--- src/hw/rtl/dcw_pkg.sv ---
// Package for the date check and weekday block: payload structs, calendar
// constants and small calendar functions. No dependencies.
package dcw_pkg;

  localparam logic [15:0] SWITCH_YEAR = 16'd1752;
  // floor(x / 25) = (x * RECIP_25) >> RECIP_SHIFT, exact for 14-bit x
  localparam logic [12:0] RECIP_25    = 13'd5243;
  localparam int          RECIP_SHIFT = 17;
  // Leap-year count offset after the switch (438 Julian minus 425 Gregorian)
  localparam logic [15:0] LEAP_OFFSET = 16'd13;
  localparam logic [6:0]  SKIP_DAYS   = 7'd11;
  localparam logic [3:0]  MONTH_FEB   = 4'd2;
  localparam logic [3:0]  MONTH_SEP   = 4'd9;

  typedef struct packed {
    logic [3:0]  month_in;
    logic [5:0]  day_in;
    logic [15:0] year_in;
  } date_in_t;

  typedef struct packed {
    logic       date_valid;
    logic [2:0] weekday;
  } date_out_t;

  // Days in a month, common year; zero for codes that are not months
  function automatic logic [4:0] month_len(input logic [3:0] m);
    logic [4:0] len;
    case (m)
      4'd1, 4'd3, 4'd5, 4'd7, 4'd8, 4'd10, 4'd12: len = 5'd31;
      4'd4, 4'd6, 4'd9, 4'd11:                   len = 5'd30;
      4'd2:                                      len = 5'd28;
      default:                                   len = 5'd0;
    endcase
    return len;
  endfunction

  // Days before the month in a common year, modulo 7
  function automatic logic [2:0] days_before_mod7(input logic [3:0] m);
    logic [2:0] r;
    case (m)
      4'd3:    r = 3'd3;
      4'd4:    r = 3'd6;
      4'd5:    r = 3'd1;
      4'd6:    r = 3'd4;
      4'd7:    r = 3'd6;
      4'd8:    r = 3'd2;
      4'd9:    r = 3'd5;
      4'd11:   r = 3'd3;
      4'd12:   r = 3'd5;
      4'd2:    r = 3'd3;
      default: r = 3'd0;
    endcase
    return r;
  endfunction

  // x mod 7 by folding octal digits (8 = 1 mod 7)
  function automatic logic [2:0] mod7(input logic [15:0] x);
    logic [5:0] s1;
    logic [3:0] s2;
    s1 = {3'b0, x[2:0]} + {3'b0, x[5:3]} + {3'b0, x[8:6]} + {3'b0, x[11:9]}
       + {3'b0, x[14:12]} + {5'b0, x[15]};
    s2 = {1'b0, s1[5:3]} + {1'b0, s1[2:0]};
    if (s2 >= 4'd7) begin
      s2 = s2 - 4'd7;
    end
    return s2[2:0];
  endfunction

endpackage

--- src/hw/rtl/dcw_if.sv ---
// Valid/ready channel carrying one payload word per handshake.
// Payload type is a parameter; used with the structs of dcw_pkg.
interface dcw_if #(parameter type payload_t = logic);
  logic     valid;
  logic     ready;
  payload_t data;

  modport source (output valid, output data, input ready);
  modport sink   (input valid, input data, output ready);
endinterface

--- src/hw/rtl/date_check_and_weekday.sv ---
// Date check and weekday: validity test and day of week for one date per word.
// Depends on dcw_pkg and the dcw_if channel interface.
//
// Usage:
//   date   - sink channel, one word = month_in, day_in, year_in.
//   result - source channel, one word = date_valid, weekday (0 = Sunday).
//   Years through 1752 use Julian leap rules, later years Gregorian; the dates
//   3..13 September 1752 do not exist. Invalid dates give weekday 0.
// Pipeline: four register stages from acceptance to result valid:
//   (year-1)/4 times the reciprocal of 25; leap count and month length check;
//   mod 7 reduction of each term; final sum mod 7 into the output register.
// Throughput: one date per cycle while the receiver takes results.
// Stall: each stage holds its word when the next one is full and blocked, so
//   a stalled receiver fills the pipe and then drops date.ready; bubbles are
//   squeezed out, and nothing is lost or repeated.
// Reset: rst (synchronous, active high) empties all stages; no results are
//   pending afterward and date.ready is high in the next cycle.
module date_check_and_weekday (
  input  logic clk,
  input  logic rst,
  dcw_if.sink   date,
  dcw_if.source result
);
  import dcw_pkg::*;

  typedef struct packed {
    logic [3:0]  m;
    logic [5:0]  d;
    logic [15:0] y;
    logic [15:0] n;
    logic [13:0] q4;
    logic [26:0] prod;
    logic        base_ok;
    logic        pre;
  } st1_t;

  typedef struct packed {
    logic [3:0]  m;
    logic [5:0]  d;
    logic [15:0] n;
    logic [15:0] leaps;
    logic        leap;
    logic        ok;
    logic        pre;
  } st2_t;

  typedef struct packed {
    logic [2:0] n_mod;
    logic [2:0] l_mod;
    logic [2:0] s_mod;
    logic       ok;
  } st3_t;

  logic      v1, v2, v3, v4;
  logic      r1, r2, r3, r4;
  st1_t      s1, s1_next;
  st2_t      s2, s2_next;
  st3_t      s3, s3_next;
  date_out_t s4, s4_next;

  // Per-stage ready: a stage takes a word when empty or draining
  assign r4 = !v4 || result.ready;
  assign r3 = !v3 || r4;
  assign r2 = !v2 || r3;
  assign r1 = !v1 || r2;
  assign date.ready   = r1;
  assign result.valid = v4;
  assign result.data  = s4;

  // Stage 1: range checks, year - 1, and (year-1)/4 times reciprocal of 25
  always_comb begin
    s1_next.m    = date.data.month_in;
    s1_next.d    = date.data.day_in;
    s1_next.y    = date.data.year_in;
    s1_next.n    = date.data.year_in - 16'd1;
    s1_next.q4   = s1_next.n[15:2];
    s1_next.prod = {13'b0, s1_next.q4} * {14'b0, RECIP_25};
    s1_next.base_ok = (date.data.month_in >= 4'd1) && (date.data.month_in <= 4'd12)
        && (date.data.day_in != 6'd0) && (date.data.year_in != 16'd0)
        && !((date.data.year_in == SWITCH_YEAR) && (date.data.month_in == MONTH_SEP)
             && (date.data.day_in > 6'd2) && (date.data.day_in < 6'd14));
    s1_next.pre = (date.data.year_in < SWITCH_YEAR)
        || ((date.data.year_in == SWITCH_YEAR)
            && ((date.data.month_in < MONTH_SEP)
                || ((date.data.month_in == MONTH_SEP) && (date.data.day_in < 6'd3))));
  end

  // Stage 2: leap count through year-1, leap test of year, month length check
  always_comb begin
    logic [9:0]  q100;
    logic [7:0]  q400;
    logic [15:0] rem100;
    logic [4:0]  mlen;
    logic        mult4;
    q100   = s1.prod[RECIP_SHIFT +: 10];
    q400   = q100[9:2];
    rem100 = s1.n - ({q100, 6'b0} + {1'b0, q100, 5'b0} + {4'b0, q100, 2'b0});
    mult4  = (s1.y[1:0] == 2'b00);
    s2_next.m   = s1.m;
    s2_next.d   = s1.d;
    s2_next.n   = s1.n;
    s2_next.pre = s1.pre;
    if (s1.y <= SWITCH_YEAR) begin
      s2_next.leap = mult4;
    end else begin
      // year%100 == 0 iff (year-1)%100 == 99; year%400 also needs (year-1)/100 = 3 mod 4
      s2_next.leap = mult4 && ((rem100 != 16'd99) || (q100[1:0] == 2'd3));
    end
    if (s1.n <= SWITCH_YEAR) begin
      s2_next.leaps = {2'b0, s1.q4};
    end else begin
      s2_next.leaps = LEAP_OFFSET + {2'b0, s1.q4} - {6'b0, q100} + {8'b0, q400};
    end
    mlen = month_len(s1.m) + {4'b0, (s1.m == MONTH_FEB) && s2_next.leap};
    s2_next.ok = s1.base_ok && ({1'b0, s1.d} <= {2'b0, mlen});
  end

  // Stage 3: reduce each term of the day count modulo 7
  always_comb begin
    logic [6:0] small_sum;
    small_sum = 7'd1 + {4'b0, days_before_mod7(s2.m)}
              + {6'b0, (s2.m > MONTH_FEB) && s2.leap}
              + {1'b0, s2.d} + (s2.pre ? SKIP_DAYS : 7'd0);
    s3_next.n_mod = mod7(s2.n);
    s3_next.l_mod = mod7(s2.leaps);
    s3_next.s_mod = mod7({9'b0, small_sum});
    s3_next.ok    = s2.ok;
  end

  // Stage 4: final sum modulo 7
  always_comb begin
    logic [4:0] tsum;
    tsum = {2'b0, s3.n_mod} + {2'b0, s3.l_mod} + {2'b0, s3.s_mod};
    s4_next.date_valid = s3.ok;
    s4_next.weekday    = s3.ok ? mod7({11'b0, tsum}) : 3'd0;
  end

  // Valid bits
  always_ff @(posedge clk) begin
    if (rst) begin
      v1 <= 1'b0;
      v2 <= 1'b0;
      v3 <= 1'b0;
      v4 <= 1'b0;
    end else begin
      if (r1) v1 <= date.valid;
      if (r2) v2 <= v1;
      if (r3) v3 <= v2;
      if (r4) v4 <= v3;
    end
  end

  // Stage payloads
  always_ff @(posedge clk) begin
    if (r1) s1 <= s1_next;
    if (r2) s2 <= s2_next;
    if (r3) s3 <= s3_next;
    if (r4) s4 <= s4_next;
  end

`ifndef SYNTHESIS
  a_invalid_weekday_zero: assert property (@(posedge clk) disable iff (rst)
    (result.valid && !result.data.date_valid) |-> (result.data.weekday == 3'd0))
    else $error("invalid date with nonzero weekday");

  a_weekday_range: assert property (@(posedge clk) disable iff (rst)
    result.valid |-> (result.data.weekday != 3'd7))
    else $error("weekday out of range");

  a_accept_fills_stage1: assert property (@(posedge clk) disable iff (rst)
    (date.valid && date.ready) |=> v1)
    else $error("accepted date did not enter stage 1");

  a_stage4_hold: assert property (@(posedge clk) disable iff (rst)
    (v4 && !result.ready) |=> (v4 && $stable(s4)))
    else $error("output stage changed while stalled");
`endif

endmodule

--- src/flat_wrapper.sv ---
// flat-port wrapper written by rule: the top's interface ports become plain ports
module date_check_and_weekday_flat import dcw_pkg::*;
  (clk, rst, date_valid, date_data, date_ready, result_valid, result_data, result_ready);
  dcw_if #(.payload_t(date_in_t)) date_i ();
  dcw_if #(.payload_t(date_out_t)) result_i ();
  input  logic clk;
  input  logic rst;
  input wire logic [$bits(date_i.valid)-1:0] date_valid;
  input wire logic [$bits(date_i.data)-1:0] date_data;
  output wire logic [$bits(date_i.ready)-1:0] date_ready;
  output wire logic [$bits(result_i.valid)-1:0] result_valid;
  output wire logic [$bits(result_i.data)-1:0] result_data;
  input wire logic [$bits(result_i.ready)-1:0] result_ready;
  assign date_i.valid = date_valid;
  assign date_i.data = date_data;
  assign date_ready = date_i.ready;
  assign result_valid = result_i.valid;
  assign result_data = result_i.data;
  assign result_i.ready = result_ready;
  date_check_and_weekday u_core (.clk(clk), .rst(rst), .date(date_i), .result(result_i));
endmodule
--- config.mk ---
export PLATFORM = sky130hd
export DESIGN_NAME = date_check_and_weekday_flat
export DESIGN_NICKNAME = d
export VERILOG_FILES = /design/src/hw/rtl/dcw_pkg.sv /design/src/hw/rtl/dcw_if.sv /design/src/hw/rtl/date_check_and_weekday.sv /design/src/flat_wrapper.sv
export SDC_FILE = /design/constraint.sdc
export NUM_CORES = 1
export LEC_CHECK = 0
export ABC_AREA = 1
export BUFFER_PORTS_ARGS = -buffer_cell sky130_fd_sc_hd__buf_2
export CAP_MARGIN = 20
export CORE_AREA = 2 2 174 176
export DETAILED_ROUTE_END_ITERATION = 8
export DIE_AREA = 0 0 176 178
export SYNTH_ARGS = -nofsm -noshare
export SYNTH_HDL_FRONTEND = slang
export SYNTH_SLANG_ARGS = --single-unit
--- constraint.sdc ---
create_clock -name clk -period 7.15 [get_ports clk]
set_input_delay 1.43 -clock clk [delete_from_list [all_inputs] [get_ports clk]]
set_output_delay 1.43 -clock clk [all_outputs]
set_load 0.03 [all_outputs]
==> results of run 1 <==
## Yosys cell counts (3+ instances only)
library cell,n,area (sq um)
a211oi_1,3,22.52
a21boi_0,3,22.52
a21o_1,10,75.07
a21oi_1,71,355.3
dfxtp_1,10,200.2
edfxtp_1,113,3393
fa_1,113,2262
ha_1,195,2440
inv_1,342,1284
nand2_1,240,900.9
nand2_2,5,31.28
nand3_1,50,250.2
nand3b_1,4,30.03
nand4_1,13,81.33
nor2_1,91,341.6
nor3_1,13,65.06
nor4_1,3,18.77
o211ai_1,3,22.52
o21a_1,5,37.54
o21ai_0,44,220.2
o21ai_1,5,25.02
o21bai_1,8,60.06
xnor2_1,13,113.9
xor2_1,49,429.2
## routing by layer
metal	vias to the layer above	GRT usage, %
met5	-	0
met4	0	5.028
met3	37	2.238
met2	124	31.79
met1	4404	23.22
li1	4751	-
## worst paths after layout
| path | startpoint | cells past startpoint | to | slack (ns) |
|---|---|---|---|---|
| hold / removal | u_core.s2[1] | 0 | u_core.s3[0] | 0.42 |
| hold reg to reg | u_core.s2[1] | 0 | u_core.s3[0] | 0.42 |
| setup / recovery | date_data[0] | 25 | u_core.s1[25] | 0.62 |
| setup reg to reg | u_core.s1[25] | 25 | u_core.s2[1] | 2.05 |
## stage by stage
step	cells	hold slack (ns)	setup slack [ns]
2_1_floorplan	1443	0.4003	0.5273
3_3_place_gp	1878	0.4080	0.2857
3_5_place_dp	1878	0.4075	0.2329
4_1_cts	1910	0.4218	0.6197
5_1_grt	1910	0.4255	0.1786
6_report	1910	0.4181	0.6195
## state kept, by name, summed over array words and instances, names as in the netlist, named ones only
| name | count |
|---|---|
| u_core.result.data | 4 |
| u_core.result.valid | 1 |
| u_core.s1 | 54 |
| u_core.s2 | 45 |
| u_core.s3 | 10 |
| u_core.v1 | 1 |
| u_core.v2 | 1 |
| u_core.v3 | 1 |
## logic make-up after synthesis
group / Yosys count
buffers and inverters: 346
and+or+nand+nor: 438
muxes: 2
xor gates and xnor gates: 62
AOI/OAI and AO/OA: 164
adders and majority gates: 308
DFF: 123
## area by class of cell
class	count	area (sq um)
clock buffer	19	475.5
clock inverter	13	138.9
fill	2810	15040
inverter	345	1295
multi-input combinational	974	8117
sequential	123	3593
tap	390	488.0
timing repair buffer	46	257.7
## worst max-delay path, delay by kind of cell
| kind | cells | cell delay (ns) |
|---|---|---|
| and+or+nand+nor | 7 | 1.04 |
| adders and majority gates | 7 | 2.86 |
| xor gates and xnor gates | 2 | 0.30 |
| AOI/OAI and AO/OA | 2 | 0.34 |
| buffers and inverters | 7 | 0.73 |
==> flow_summary_export.csv, run 1 <==
group,metric,value,unit
status,status,"completed",
clock_tree,postCtsHoldBufs,0,
clock_tree,htreeDepth,4,
sta,fmax,0.1531,GHz
setup_path,cp.arrival,6.70,ns
clock_tree,cts_setup_buffers,0,
floorplanning,die_x,176,microns
global_route,track_usage,17.96,%
yosys,synth_edf_count,113,
floorplanning,die_h,178,microns
detailed_routing,route.met2.wl,13250,microns
floorplanning,ios,36,
setup_path,cp-end-kind,"flop",
setup_path,critPathMaxStageDelay,0.52,ns
placed_design,placed_cell_area,13750,sq um
global_route,antenna_found_initial,0,
detailed_routing,top_layer,"met4",
yosys,syn_nets,1781,
clock_tree,tritoncts,"done",
finish,finish.utilization,48.86,%
min_path,hp-class,"flop to flop",
sta,finalCriticalPeriod,6.530,ns
clock_tree,clkTransAtPathRegs,0.07,ns
yosys,synth-seq-area-share,27.62,%
yosys,synth_warnings,0,
detailed_routing,drt_pre_antenna_iters,5,
placed_design,dpl.hpwl,22600,microns
finish,antenna_cells,0,
yosys,synth-xor-area-share,4.174,%
yosys,syn_area,13010,sq um
sta,fin_skew,0.01096,ns
clock_tree,numCtsBuffers,17,
detailed_routing,vias_per_cell,4.877,
finish,layout_commonest_cell,"inv_1",
setup_path,crit_slowest_cell,"fa_1",
sta,slew_violations,0,
floorplanning,core_area,29400,sq um
finish,layout.nets,1845,
detailed_routing,postRouteWirelength,26390,microns
detailed_routing,num_vias,9316,
global_route,grt_max_degree,64,
global_route,overflow,0,
setup_path,worstSetupPathType,"primary input to flop",
clock_tree,clk_latency,0.42,ns
yosys,synthMuxAreaShare,0.1731,%
sta,slew_headroom,38.83,%
placed_design,io_buffers,35,
setup_path,start_kind,"primary input",
setup_path,cp.required,7.32,ns
sta,timing.setup.tns,0,ns
yosys,synthAdderAreaFrac,36.15,%
yosys,synth_top_family_by_area,"adder cells",
floorplanning,rows,63,
detailed_routing,first_iter_violations,427,
setup_path,crit_top_cell,"inv_1",
detailed_routing,postRouteAntennaNets,0,
run,maxCapViolations,0,
yosys,synth-compound-area-share,7.252,%
setup_path,cp_max_fo,7,
sta,finalHoldViolCount,0,
clock_tree,cts_resized,0,
detailed_routing,routed-wl-met3,640,microns
sta,setup_violations,0,
global_route,grt_pass1_wl,44640,microns
yosys,syn_inst,1443,
finish,syn_to_final_growth,10.43,%
sta,fin_crit_sh,91.33,%
yosys,synth-main-ff-cell,"edfxtp_1",
detailed_routing,wl_per_cell,13.82,microns
yosys,synth-simple-area-share,14.65,%
clock_tree,clockBufferDepth,2,
global_route,grt_pass1_vias,9314,
clock_tree,root_buffer,"clkbuf_16",
detailed_routing,m1WireLength,12030,microns
yosys,synth.avg_cell_area,9.015,sq um
finish,drive_gt1_share,6.908,%
floorplanning,dieArea,31330,sq um
detailed_routing,drc,0,
sta,rsz0062_at_grt,"no",
sta,worst_pin_slew,0.9163,ns
placed_design,routabilityCongestion,0.8556,
yosys,ys_types,51,
floorplanning,start_util,44.24,%
clock_tree,cts.sinks,123,
finish,fin_area,14370,sq um
finish,layout_common_cells,"inv_1, nand2_1, ha_1",
yosys,ys_ff_latch,123,
yosys,synth-async-reset-ratio,0,%
Power of run 1 is not shown: default switching activity piles up to over one toggle a cycle in this logic, so the estimate is an artifact.
==> run 2: changes to the inputs <==
--- a/config.mk
+++ b/config.mk
@@ -8,9 +8,12 @@
 export ABC_AREA = 1
 export BUFFER_PORTS_ARGS = -buffer_cell sky130_fd_sc_hd__buf_2
 export CAP_MARGIN = 20
-export CORE_AREA = 2 2 174 176
+export CELL_PAD_IN_SITES_DETAIL_PLACEMENT = 0
+export CELL_PAD_IN_SITES_GLOBAL_PLACEMENT = 2
+export CORE_AREA = 2 2 182 184
 export DETAILED_ROUTE_END_ITERATION = 8
-export DIE_AREA = 0 0 176 178
+export DIE_AREA = 0 0 184 186
+export PLACE_DENSITY_LB_ADDON = 0.08
 export SYNTH_ARGS = -nofsm -noshare
 export SYNTH_HDL_FRONTEND = slang
 export SYNTH_SLANG_ARGS = --single-unit
==> flow_summary_export.csv, run 2 (synthesis results as in run 1) <==
group,metric,value,unit
status,status,"completed",
detailed_routing,wl_per_cell,15.52,microns
global_route,overflow,0,
floorplanning,ios,36,
sta,finalCriticalPeriod,6.549,ns
global_route,grt_pass1_vias,9489,
sta,fin_skew,0.01181,ns
sta,finalHoldViolCount,0,
sta,fin_crit_sh,91.60,%
floorplanning,dieArea,34220,sq um
detailed_routing,postRouteWirelength,29970,microns
setup_path,cp-end-kind,"flop",
clock_tree,clkTransAtPathRegs,0.07,ns
detailed_routing,postRouteAntennaNets,0,
sta,worst_pin_slew,0.9883,ns
clock_tree,root_buffer,"clkbuf_16",
finish,layout_common_cells,"inv_1, nand2_1, ha_1",
clock_tree,tritoncts,"done",
clock_tree,htreeDepth,4,
placed_design,dpl.hpwl,25920,microns
global_route,antenna_found_initial,1,
sta,timing.setup.tns,0,ns
sta,slew_headroom,34.02,%
clock_tree,numCtsBuffers,17,
global_route,grt_max_degree,64,
min_path,hp-class,"flop to flop",
sta,setup_violations,0,
global_route,track_usage,18.81,%
setup_path,start_kind,"primary input",
global_route,grt_pass1_wl,49250,microns
finish,syn_to_final_growth,10.39,%
finish,largest_register,"u_core.s1",
floorplanning,start_util,40.39,%
finish,largest_reg_flops,54,
placed_design,routabilityCongestion,0.8041,
sta,slew_violations,0,
finish,reg_top3,"u_core.s1 (54), u_core.s2 (45), u_core.s3 (10)",
detailed_routing,vias_per_cell,4.769,
setup_path,cp.arrival,6.73,ns
floorplanning,core_area,32210,sq um
clock_tree,clockBufferDepth,2,
clock_tree,clk_latency,0.44,ns
finish,nFillCells,3209,
clock_tree,cts_setup_buffers,0,
detailed_routing,num_vias,9208,
placed_design,io_buffers,35,
finish,layout_commonest_cell,"inv_1",
clock_tree,cts_resized,0,
sta,rsz0062_at_grt,"no",
sta,fmax,0.1527,GHz
setup_path,worstSetupPathType,"primary input to flop",
setup_path,cp.required,7.33,ns
floorplanning,die_h,186,microns
run,maxCapViolations,0,
floorplanning,rows,66,
clock_tree,cts.sinks,123,
detailed_routing,drc,0,
detailed_routing,first_iter_violations,381,
setup_path,cp_max_fo,6,
floorplanning,die_x,184,microns
clock_tree,postCtsHoldBufs,0,
finish,layout.nets,1847,
detailed_routing,drt_pre_antenna_iters,4,
finish,drive_gt1_share,7.030,%
## run 2: final cells by class
class	instances	area (sq um)	area share [%]
multi-input cells	974	8117	56.52
clock buffers	17	425.4	2.962
clock inverters	15	143.9	1.002
diodes	1	2.502	0.01743
repair buffers	48	272.8	1.899
inverters	345	1295	9.018
well taps	408	510.5	3.555
flip-flops and latches	123	3593	25.02
## run 2: final timing paths
check	startpoint	end	slack [ns]	depth (start not counted)
worst max register to register	u_core.s1[25]	u_core.s2[1]	1.93	25
worst max-delay path	date_data[0]	u_core.s1[25]	0.60	25
worst min register to register	u_core.s1[0]	u_core.s2[0]	0.45	0
worst min-delay path	u_core.s1[0]	u_core.s2[0]	0.45	0
## run 2: metrics by stage
stage / hold WS, ns / instance area, sq um / setup WS (ns) / cells / util, %
after floorplan: 0.4003 / 13010 / 0.5273 / 1443 / -
after global placement: 0.4328 / 13790 / 0.2241 / 1898 / 42.81
after detailed placement: 0.4366 / 13790 / 0.1608 / 1898 / 42.81
after CTS: 0.4508 / 14360 / 0.5887 / 1930 / 44.58
after global routing: 0.4507 / 14360 / 0.1538 / 1931 / 44.59
final: 0.4522 / 14360 / 0.6005 / 1931 / 44.59
## run 2: critical path, cell delays in order
cell,delay [ns]
buf_2,0.11
inv_1,0.09
ha_1,0.21
inv_1,0.08
nor3_1,0.25
nand2_1,0.14
nor3_1,0.22
nand2_1,0.10
xor2_1,0.15
inv_1,0.23
ha_1,0.34
fa_1,0.53
inv_1,0.06
fa_1,0.49
fa_1,0.50
inv_1,0.06
fa_1,0.50
ha_1,0.37
nand2_1,0.15
inv_1,0.05
a21oi_1,0.21
nand2_1,0.08
a22oi_1,0.13
nand3_1,0.11
xor2_1,0.16
## run 2: routing by layer
| metal | share of wire (%) | global-route usage, % | vias up |
|---|---|---|---|
| met5 | 0 | 0 | - |
| met4 | 1.5 | 4.960 | 0 |
| met3 | 2.0 | 2.191 | 23 |
| met2 | 49 | 32.00 | 88 |
| met1 | 48 | 25.51 | 4343 |
| li1 | - | - | 4754 |
Power of run 2 is left out for the same reason.
